File: src/sv/bba_pkg.sv
package bba_pkg;

    localparam int MAX_BLOCKS = 65536;
    localparam int MAX_GROUPS = 16;
    localparam int WORD_BITS  = 64;

    localparam int CNT_W     = 17;
    localparam int BLKNUM_W  = 16;
    localparam int BLK_W     = $clog2(MAX_BLOCKS);
    localparam int BIT_W     = $clog2(WORD_BITS);
    localparam int MAP_WORDS = MAX_BLOCKS / WORD_BITS;
    localparam int AW        = $clog2(MAP_WORDS);
    localparam int GRP_W     = (MAX_GROUPS > 1) ? $clog2(MAX_GROUPS) : 1;
    localparam int ACC_W     = CNT_W + GRP_W + 1;
    localparam int CFG_IDX_W = 2;

    localparam logic [CNT_W-1:0] COUNT_MAX = {CNT_W{1'b1}};

    typedef enum logic [1:0] {
        ST_OK      = 2'd0,
        ST_NOSPACE = 2'd1,
        ST_INVALID = 2'd2
    } status_t;

    typedef enum logic [CFG_IDX_W-1:0] {
        CFG_FIRST_DATA_BLOCK = 2'd0,
        CFG_BLOCKS_PER_GROUP = 2'd1,
        CFG_TOTAL_BLOCKS     = 2'd2,
        CFG_GROUP_COUNT      = 2'd3
    } cfg_idx_t;

    typedef struct packed {
        logic                 en;
        logic [AW-1:0]        addr;
        logic [WORD_BITS-1:0] data;
    } map_wr_t;

    typedef struct packed {
        logic             hit;
        logic [GRP_W-1:0] tgt;
        logic [CNT_W-1:0] cap;
    } geo_res_t;

endpackage

File: src/sv/bba_geom.sv
module bba_geom (
    input  logic                       aclk,
    input  logic                       aresetn,
    input  logic                       start,
    input  logic                       fdb,
    input  logic [bba_pkg::CNT_W-1:0]  bpg,
    input  logic [bba_pkg::CNT_W-1:0]  et,
    input  logic [bba_pkg::GRP_W:0]    n,
    input  logic [bba_pkg::BLK_W-1:0]  key,
    input  logic [bba_pkg::GRP_W-1:0]  rd_idx,
    output logic                       done,
    output bba_pkg::geo_res_t          res,
    output logic [bba_pkg::CNT_W-1:0]  lim_rd,
    output logic [bba_pkg::CNT_W-1:0]  base_rd
);
    import bba_pkg::*;

    logic [CNT_W-1:0] lim_arr  [MAX_GROUPS];
    logic [CNT_W-1:0] base_arr [MAX_GROUPS];
    logic [ACC_W-1:0] acc_reg;
    logic [GRP_W:0]   g_reg;
    logic             busy_reg;
    logic             done_reg;
    geo_res_t         res_reg;

    logic [ACC_W-1:0] first_abs;
    logic [ACC_W-1:0] acc_end;
    logic [CNT_W-1:0] lim;
    logic             in_use;
    logic             last;

    always_comb begin
        first_abs = acc_reg + ACC_W'(fdb);
        acc_end   = acc_reg + ACC_W'(bpg);
        if (first_abs >= ACC_W'(et)) begin
            lim = '0;
        end else if (first_abs + ACC_W'(bpg) > ACC_W'(et)) begin
            lim = CNT_W'(ACC_W'(et) - first_abs);
        end else begin
            lim = bpg;
        end
        in_use = g_reg < n;
        last   = g_reg == (GRP_W+1)'(MAX_GROUPS - 1);
    end

    always_ff @(posedge aclk) begin
        if (!aresetn) begin
            busy_reg <= 1'b0;
            done_reg <= 1'b0;
            g_reg    <= '0;
            acc_reg  <= '0;
            res_reg  <= '0;
        end else begin
            done_reg <= busy_reg && last;
            if (start) begin
                busy_reg <= 1'b1;
                g_reg    <= '0;
                acc_reg  <= '0;
                res_reg  <= '0;
            end else if (busy_reg) begin
                lim_arr[g_reg[GRP_W-1:0]]  <= lim;
                base_arr[g_reg[GRP_W-1:0]] <= acc_reg[CNT_W-1:0];
                if (in_use) begin
                    res_reg.cap <= res_reg.cap + lim;
                    if (ACC_W'(key) >= acc_reg && ACC_W'(key) < acc_end) begin
                        res_reg.hit <= 1'b1;
                        res_reg.tgt <= g_reg[GRP_W-1:0];
                    end
                end
                acc_reg <= acc_end;
                g_reg   <= g_reg + 1'b1;
                if (last) begin
                    busy_reg <= 1'b0;
                end
            end
        end
    end

    assign done    = done_reg;
    assign res     = res_reg;
    assign lim_rd  = lim_arr[rd_idx];
    assign base_rd = base_arr[rd_idx];

endmodule

File: config.mk
export PLATFORM = sky130hd
export DESIGN_NAME = bba_geom
export DESIGN_NICKNAME = d
export VERILOG_FILES = /design/src/sv/bba_pkg.sv /design/src/sv/bba_geom.sv
export SDC_FILE = /design/constraint.sdc
export NUM_CORES = 1
export LEC_CHECK = 0
export BUFFER_PORTS_ARGS = -buffer_cell sky130_fd_sc_hd__buf_4
export CAP_MARGIN = 5
export CORE_AREA = 2 2 308 310
export DETAILED_ROUTE_END_ITERATION = 10
export DIE_AREA = 0 0 310 312
export PLACE_DENSITY = 0.49
export SKIP_LAST_GASP = 1
export SYNTH_ARGS = -nofsm -noshare
export SYNTH_HDL_FRONTEND = slang
export SYNTH_SLANG_ARGS = --single-unit
File: constraint.sdc
create_clock -name aclk -period 10.1 [get_ports aclk]
set_input_delay 1.01 -clock aclk [delete_from_list [all_inputs] [get_ports aclk]]
set_output_delay 1.01 -clock aclk [all_outputs]
set_load 0.005 [all_outputs]
==> results of run 1 <==
## area by class of cell
type | count | area (µm²) | share of cell area, %
Sequential cell | 595 | 17360 | 53.34
Inverter | 80 | 300.3 | 0.9228
Tap cell | 1254 | 1569 | 4.822
Multi-Input combinational cell | 1001 | 9988 | 30.70
Timing Repair Buffer | 159 | 1204 | 3.699
Clock inverter | 39 | 390.4 | 1.200
Clock buffer | 82 | 1732 | 5.322
## power breakdown
group / internal (mW) / switching, mW / leakage (nW)
clock network: 1.34 / 0.993 / 1.03
logic: 0.281 / 0.435 / 5.04
registers: 2.78 / 0.0184 / 5.41
## metrics by stage
stage	worst slack, ns	util [%]	power [mW]	instance area [µm²]
5_1_grt	0.3333	34.97	6.081	32540
4_1_cts	1.142	34.97	5.927	32540
2_1_floorplan	1.705	-	3.277	27840
3_3_place_gp	0.8293	32.69	3.558	30420
6_report	1.148	34.97	5.850	32540
3_5_place_dp	0.7479	32.69	3.575	30420
## logic make-up (layout without fill, tap and decap cells)
logic type,Yosys count,in the layout
muxes,197,197
AOI/OAI and AO/OA,246,246
and+or+nand+nor,335,335
DFF,595,595
adders and majority gates,148,148
xor gates and xnor gates,75,75
buffers and inverters,145,360
## layout by cell type, fill, tap and decap left out, types with 23 or more instances in the layout
| cell type | count |
|---|---|
| nand2_1 | 65 |
| clkbuf_16 | 66 |
| inv_1 | 79 |
| ha_1 | 144 |
| o21ai_0 | 32 |
| a21o_1 | 33 |
| a21oi_1 | 74 |
| mux4_2 | 170 |
| nand3_1 | 32 |
| nor2_1 | 99 |
| nor3_1 | 23 |
| buf_4 | 157 |
| mux2i_1 | 24 |
| dfxtp_1 | 51 |
| xnor2_1 | 57 |
| edfxtp_1 | 544 |
## worst max path at each step
stage and end:
2_1_floorplan res[16], 3_3_place_gp res[16], 3_5_place_dp res[16], 4_1_cts res[16], 5_1_grt res[16], 6_report res[16]
## Yosys cell counts, types with 7 or more instances
cell type,n,area (µm²)
edfxtp_1,544,16340
mux4_2,170,3829
ha_1,144,1802
nor2_1,99,371.6
inv_1,79,296.5
a21oi_1,75,375.4
nand2_1,65,244.0
xnor2_1,57,499.2
clkbuf_1,52,195.2
dfxtp_1,51,1021
a21o_1,33,247.7
nand3_1,32,160.2
o21ai_0,32,160.2
and2_1,31,193.9
mux2i_1,24,240.2
nor3_1,23,115.1
o21a_1,18,135.1
xor2_1,18,157.7
nand2b_1,17,106.4
nand4_1,16,100.1
a211oi_1,15,112.6
buf_1,11,41.29
nor2b_1,10,62.56
and3_1,9,56.30
o21bai_1,9,67.56
a31oi_1,8,50.05
nor4_1,7,43.79
o211ai_1,7,52.55
or2_2,7,43.79
## critical path, delay by kind of cell (launching register included)
kind / cells / cell delay, ns
buffers and inverters: 1 / 0.23
xor gates and xnor gates: 2 / 0.41
and+or+nand+nor: 11 / 2.50
adders and majority gates: 4 / 1.17
AOI/OAI and AO/OA: 14 / 3.15
DFF: 1 / 0.85
muxes: 3 / 0.53
## metal layers
| metal | GRT usage, % | vias to the layer above | wire [µm] |
|---|---|---|---|
| li1 | - | 7198 | - |
| met1 | 21.88 | 8376 | 34830 |
| met2 | 25.90 | 353 | 36650 |
| met3 | 2.251 | 103 | 2952 |
| met4 | 4.798 | 0 | 1943 |
| met5 | 0 | - | 0 |
==> flow_summary.json, run 1 <==
{
  "r2r_slack_ns": 1.15,
  "worstMarginPinSlew_ns": 1.145,
  "worst_path_max_delay_cell": "dfxtp_1",
  "hold_depth": 2,
  "synth_top_family_by_area": "multiplexers",
  "clk_latency_ns": 0.61,
  "numCtsBuffers": 66,
  "final_hold_viol_count": 0,
  "die_w_um": 310,
  "dr.pass1.iters": 5,
  "cts_root_buf": "clkbuf_16",
  "grt_usage_pct": 15.85,
  "synth-xor-area-share_pct": 2.359,
  "maxSlewViolCount": 0,
  "cts.sinks": 595,
  "hold_start": "res[16]",
  "fin_crit_ns": 8.952,
  "ant_nets": 0,
  "core_um2": 93050,
  "r2r_cells": 35,
  "post_cts_resized": 0,
  "grt_max_degree": 91,
  "port_buffers": 119,
  "drt-total-wl_um": 76380,
  "cts_tree": "done",
  "fin_tns_setup_ns": 0,
  "dpl.hpwl_um": 47430,
  "place.gp.congestion": 0.9366,
  "synthAdderAreaFrac_pct": 6.759,
  "setup_viol": 0,
  "synth_edf_count": 544,
  "r2r_end": "res[16]",
  "hp-class": "reg -> reg",
  "cp_slowest_stage_delay_ns": 0.85,
  "synth-simple-area-share_pct": 5.919,
  "synth-seq-cells": 595,
  "grt_pass1_vias": 16799,
  "layout-drive-gt1-share_pct": 23.57,
  "syn_area_um2": 27840,
  "synth_warnings": 0,
  "cts_buffer_depth": 3,
  "syn_area_per_cell_um2": 15.99,
  "detailroute.via_count": 16030,
  "grt-ovfl-total": 0,
  "htree_levels": 3,
  "path_max_fanout": 21,
  "die_y_um": 312,
  "crit_start": "acc_reg[6]",
  "relSlewSlack_pct": 22.48,
  "holdBufCountCts": 0,
  "synth_compound_area_share_pct": 5.910,
  "r2r_start": "acc_reg[6]",
  "synthMuxAreaShare_pct": 14.75,
  "syn-num-nets": 1952,
  "rows": 112,
  "drc_errors": 0,
  "outcome": "finished clean",
  "drv_cap": 0,
  "ys.flop_type": "edfxtp_1",
  "syn_to_final_growth_pct": 16.88,
  "synth_seq_area_share_pct": 62.34,
  "rsz0062_at_grt": "no",
  "post_drt_wl_per_cell_um": 23.79,
  "placed_cells": 3089,
  "cellLeakagePower_nw": 11.48,
  "cp-end-kind": "flip-flop",
  "fp.dieArea_um2": 96720,
  "vias_per_cell": 4.994,
  "grt_antenna_before_repair": 0,
  "fmax_mhz": 111.7,
  "postCtsSetupBuffers": 0,
  "fin_nets": 2114,
  "synthArstFlopShare_pct": 0,
  "nFillCells": 8951,
  "hold_end": "res[16]",
  "ir_drop_v": 0.0001217,
  "postSynthCellCount": 1741,
  "worst-setup-path-type": "reg -> reg",
  "cp_data_arrival_time_ns": 9.49,
  "antenna_cells": 0,
  "timing.final.crit_share_pct": 88.64,
  "start_kind": "flip-flop",
  "final_cells": 3210,
  "p_per_area_nw_per_um2": 179.8,
  "grt_pass1_wl_um": 112000,
  "worstPathRequired_ns": 10.63,
  "clk_pin_slew_worst_paths_ns": 0.06,
  "fin_skew_ns": 0.03314,
  "ios": 120,
  "drt-initial-drc-count": 1166,
  "synth_cell_types": 68,
  "initial_core_util_pct": 29.92,
  "hold_slack_ns": 0.4802
}
Note: power is estimated with default switching activity, not from simulation.
==> inputs of run 2 (changes only) <==
- CORE_AREA: 2 2 308 310 -> 2 2 286 288
- DIE_AREA: 0 0 310 312 -> 0 0 288 290
- PLACE_DENSITY: 0.49 -> 0.54
==> run 2 against run 1 <==
Against the previous run:
- maximum frequency decreased by 0.95%
- count of clock-buffer cells in the layout is 9 lower
- final area down 0.81%
- clock power barely moved
- non-clock buffer count grew 6
- via count increased by 1.1%
- critical path depth rose by 2
- sequential share of layout area is 0.43 points higher
- largest power group unchanged
- die area fell by 14%
- global-route usage is 2.0 points higher
==> flow_summary.json, run 2 (synthesized netlist as in run 1, its figures left out) <==
{
  "p_sw_mw": 1.387,
  "r2r_end": "res[16]",
  "outcome": "finished clean",
  "cts_buffer_depth": 3,
  "drv_cap": 0,
  "cp_data_arrival_time_ns": 9.58,
  "r2r_start": "acc_reg[3]",
  "cp_slowest_stage_delay_ns": 0.86,
  "port_buffers": 119,
  "r2r_slack_ns": 1.06,
  "fin_nets": 2115,
  "timing.final.crit_share_pct": 89.48,
  "syn_to_final_growth_pct": 15.93,
  "cts_tree": "done",
  "cts.sinks": 595,
  "place.gp.congestion": 0.8594,
  "setup_viol": 0,
  "hold_end": "res[16]",
  "clk_latency_ns": 0.62,
  "cellLeakagePower_nw": 11.49,
  "drt-total-wl_um": 74360,
  "die_y_um": 290,
  "holdBufCountCts": 0,
  "hold_depth": 2,
  "relSlewSlack_pct": 18.89,
  "fin_ws_ns": 1.062,
  "grt_pass1_vias": 16745,
  "maxSlewViolCount": 0,
  "grt-ovfl-total": 0,
  "vias_per_cell": 5.372,
  "clockPowerShare_pct": 39.7,
  "rsz0062_at_grt": "no",
  "detailroute.via_count": 16203,
  "placed_cells": 2901,
  "grt_usage_pct": 17.85,
  "final_cells": 3016,
  "mostFrequentLayoutCell": "edfxtp_1",
  "pwr-share-comb_pct": 12.2,
  "p_int_mw": 4.431,
  "drt-initial-drc-count": 1165,
  "core_um2": 80160,
  "numCtsBuffers": 61,
  "nFillCells": 7363,
  "cp-end-kind": "flip-flop",
  "layout-drive-gt1-share_pct": 23.63,
  "p_sw_share_pct": 23.84,
  "power_frac_seq_pct": 48.1,
  "grt_antenna_before_repair": 2,
  "hold_slack_ns": 0.4829,
  "ant_nets": 0,
  "postCtsSetupBuffers": 0,
  "place_ws_ns": 0.6541,
  "fin_skew_ns": 0.01813,
  "final_hold_viol_count": 0,
  "grt_max_degree": 68,
  "fin_tns_setup_ns": 0,
  "worstPathRequired_ns": 10.64,
  "worst_path_max_delay_cell": "dfxtp_1",
  "path_max_fanout": 23,
  "grt_pass1_wl_um": 109600,
  "crit_buf_inv": 1,
  "worstMarginPinSlew_ns": 1.198,
  "post_cts_resized": 0,
  "ir_drop_v": 0.0001351,
  "clk_pin_slew_worst_paths_ns": 0.06,
  "worst_path_most_repeated_cell": "a21oi_1",
  "ios": 120,
  "hp-class": "reg -> reg",
  "crit_family": "compound AO/OA/AOI/OAI gates",
  "worst-setup-path-type": "reg -> reg",
  "p_per_area_nw_per_um2": 180.3,
  "rows": 104,
  "fin_crit_ns": 9.038,
  "dpl.hpwl_um": 45820,
  "dr.pass1.iters": 7,
  "htree_levels": 2,
  "r2r_cells": 37,
  "post_drt_wl_per_cell_um": 24.65,
  "initial_core_util_pct": 34.73,
  "start_kind": "flip-flop",
  "fmax_mhz": 110.6,
  "hold_start": "res[16]",
  "most-common-layout-cells": "edfxtp_1 (544), mux4_2 (170), buf_4 (164)",
  "die_w_um": 288,
  "drc_errors": 0,
  "seq_area_um2": 17360,
  "cts_root_buf": "clkbuf_16",
  "multi_input_area_um2": 9973,
  "fp.dieArea_um2": 83520
}
[run 2: worst min-delay path, delay by kind of cell (launching register included)]
family           cells  cell delay, ns
flip-flops           1            0.32
multiplexers         1            0.06
AND/OR/NAND/NOR      1            0.06
[run 2: final cells by class]
cell class / instances / share of cell area, %
inverter: 80 / 0.9303
multi-input combinational: 1001 / 30.90
tap: 1060 / 4.109
timing repair buffer: 165 / 3.857
sequential: 595 / 53.77
clock buffer: 73 / 5.028
antenna: 1 / 0.007753
clock inverter: 41 / 1.396
[run 2: power by group through the flow]
stage	Combinational, mW	Clock (mW)	Sequential, mW
CTS	0.721	2.36	2.80
floorplan	0.432	0	2.85
finish	0.711	2.31	2.80
global route	0.783	2.45	2.80
global placement	0.703	0	2.85
detailed placement	0.718	0	2.85
[run 2: metrics by stage]
step,power (mW),utilization (%),area (µm²)
finish,5.818,40.27,32280
global route,6.034,40.26,32270
CTS,5.877,40.26,32270
detailed placement,3.567,37.68,30200
global placement,3.551,37.68,30200
floorplan,3.277,-,27840
[run 2: metal layers]
layer  track usage, %  up-vias  share of wire, %
met5                0        -                 0
met4            6.003        0               3.4
met3            2.382      113               4.8
met2            29.02      435                48
met1            24.65     8452                44
li1                 -     7203                 -
[run 2: worst max path at each step]
stage | start | endpoint | cells past startpoint
after floorplan | fdb | res[16] | 37
after global placement | fdb | res[16] | 40
after detailed placement | fdb | res[16] | 40
after CTS | acc_reg[3] | res[16] | 37
after global routing | acc_reg[6] | res[16] | 35
final | acc_reg[3] | res[16] | 37
==> inputs of run 3 (changes only) <==
--- a/constraint.sdc
+++ b/constraint.sdc
@@ -3,2 +3,2 @@
 set_output_delay 1.01 -clock aclk [all_outputs]
-set_load 0.005 [all_outputs]
+set_load 0.01 [all_outputs]
==> run 3 against run 2 <==
Against the previous run:
- sequential share of layout area up 0.17 points
- combinational power up 0.7%
- highest routed layer unchanged
- critical path type unchanged
- total power down 1.4%
- via count down 1.7%
- non-clock buffer count down 1
==> flow_summary.json, run 3 (synthesized netlist as in run 1, its figures left out) <==
{
  "ios": 120,
  "dr.pass1.iters": 5,
  "start_kind": "flip-flop",
  "core_um2": 80160,
  "grt_pass1_wl_um": 109400,
  "worstMarginPinSlew_ns": 1.159,
  "maxSlewViolCount": 0,
  "syn_to_final_growth_pct": 15.56,
  "path_max_fanout": 23,
  "grt-ovfl-total": 0,
  "hp-class": "reg -> reg",
  "outcome": "finished clean",
  "p_per_area_nw_per_um2": 178.4,
  "worst_path_max_delay_cell": "dfxtp_1",
  "port_buffers": 119,
  "dpl.hpwl_um": 45970,
  "grt_antenna_before_repair": 1,
  "rsz0062_at_grt": "no",
  "fin_nets": 2113,
  "drc_errors": 0,
  "hold_start": "res[16]",
  "cts_tree": "done",
  "die_y_um": 290,
  "cellLeakagePower_nw": 11.43,
  "drv_cap": 0,
  "postCtsSetupBuffers": 0,
  "clk_latency_ns": 0.63,
  "grt_pass1_vias": 16746,
  "fin_ws_ns": 1.087,
  "drt-initial-drc-count": 1099,
  "final_hold_viol_count": 0,
  "fin_skew_ns": 0.02171,
  "ant_nets": 0,
  "cts_buffer_depth": 3,
  "die_w_um": 288,
  "worst_path_most_repeated_cell": "a21oi_1",
  "rows": 104,
  "fmax_mhz": 111.0,
  "cp_data_arrival_time_ns": 9.56,
  "cp_slowest_stage_delay_ns": 0.85,
  "detailroute.via_count": 15934,
  "placed_cells": 2900,
  "drt-total-wl_um": 73930,
  "holdBufCountCts": 0,
  "setup_viol": 0,
  "grt_usage_pct": 17.81,
  "post_drt_wl_per_cell_um": 24.54,
  "clk_pin_slew_worst_paths_ns": 0.06,
  "most-common-layout-cells": "edfxtp_1 (544), mux4_2 (170), buf_4 (163)",
  "ir_drop_v": 0.0001316,
  "grt_max_degree": 51,
  "crit_start": "acc_reg[3]",
  "relSlewSlack_pct": 21.54,
  "numCtsBuffers": 60,
  "layout-drive-gt1-share_pct": 23.38,
  "final_cells": 3012,
  "r2r_start": "acc_reg[3]",
  "timing.final.crit_share_pct": 89.23,
  "initial_core_util_pct": 34.73,
  "htree_levels": 2,
  "place.gp.congestion": 0.8738,
  "vias_per_cell": 5.290,
  "cts.sinks": 595,
  "place_ws_ns": 0.6063,
  "cp-end-kind": "flip-flop",
  "worst-setup-path-type": "reg -> reg",
  "worstPathRequired_ns": 10.65,
  "fin_tns_setup_ns": 0,
  "mostFrequentLayoutCell": "edfxtp_1",
  "fp.dieArea_um2": 83520,
  "post_cts_resized": 0,
  "cts_root_buf": "clkbuf_16",
  "fin_crit_ns": 9.013
}
-- run 3: worst max-delay path: cells and delay by family (launching register included) --
family | cells | cell delay [ns]
buf+inv | 1 | 0.22
fa+ha+maj | 4 | 1.28
simple gates | 13 | 2.41
compound gates | 15 | 3.38
mux | 3 | 0.52
flops | 1 | 0.85
xor+xnor | 1 | 0.29
-- run 3: final timing paths --
kind / endpoint / slack [ns] / cells past startpoint
max: res[16] / 1.09 / 37
min: res[16] / 0.48 / 2
max reg2reg: res[16] / 1.09 / 37
min reg2reg: res[16] / 0.48 / 2
-- run 3: layout make-up --
class | count | area [µm²]
Clock inverter | 31 | 370.4
Antenna cell | 2 | 5.005
Multi-Input combinational cell | 1001 | 9973
Tap cell | 1060 | 1326
Timing Repair Buffer | 164 | 1237
Clock buffer | 79 | 1604
Sequential cell | 595 | 17360
Inverter | 80 | 300.3
Fill cell | 7364 | 47980
-- run 3: where the power goes --
group | internal, mW | total (mW) | switching [mW]
combinational | 0.281 | 0.716 | 0.435
sequential | 2.78 | 2.80 | 0.0194
clock | 1.30 | 2.22 | 0.927
total | 4.36 | 5.74 | 1.38
-- run 3: routing by layer --
layer	share of wire, %	vias up	track usage (%)
met4	3.3	0	5.851
met2	48	376	29.05
li1	-	7198	-
met1	44	8247	24.53
met5	0	-	0
met3	4.3	113	2.445
-- run 3: through the flow --
stage | area (µm²) | total power [mW] | util (%) | hold WS [ns]
4_1_cts | 32170 | 5.799 | 40.13 | 0.4905
6_report | 32170 | 5.738 | 40.14 | 0.4817
3_3_place_gp | 30190 | 3.557 | 37.67 | 0.4687
2_1_floorplan | 27840 | 3.284 | - | 0.4874
3_5_place_dp | 30190 | 3.574 | 37.67 | 0.4818
5_1_grt | 32170 | 5.961 | 40.13 | 0.5170
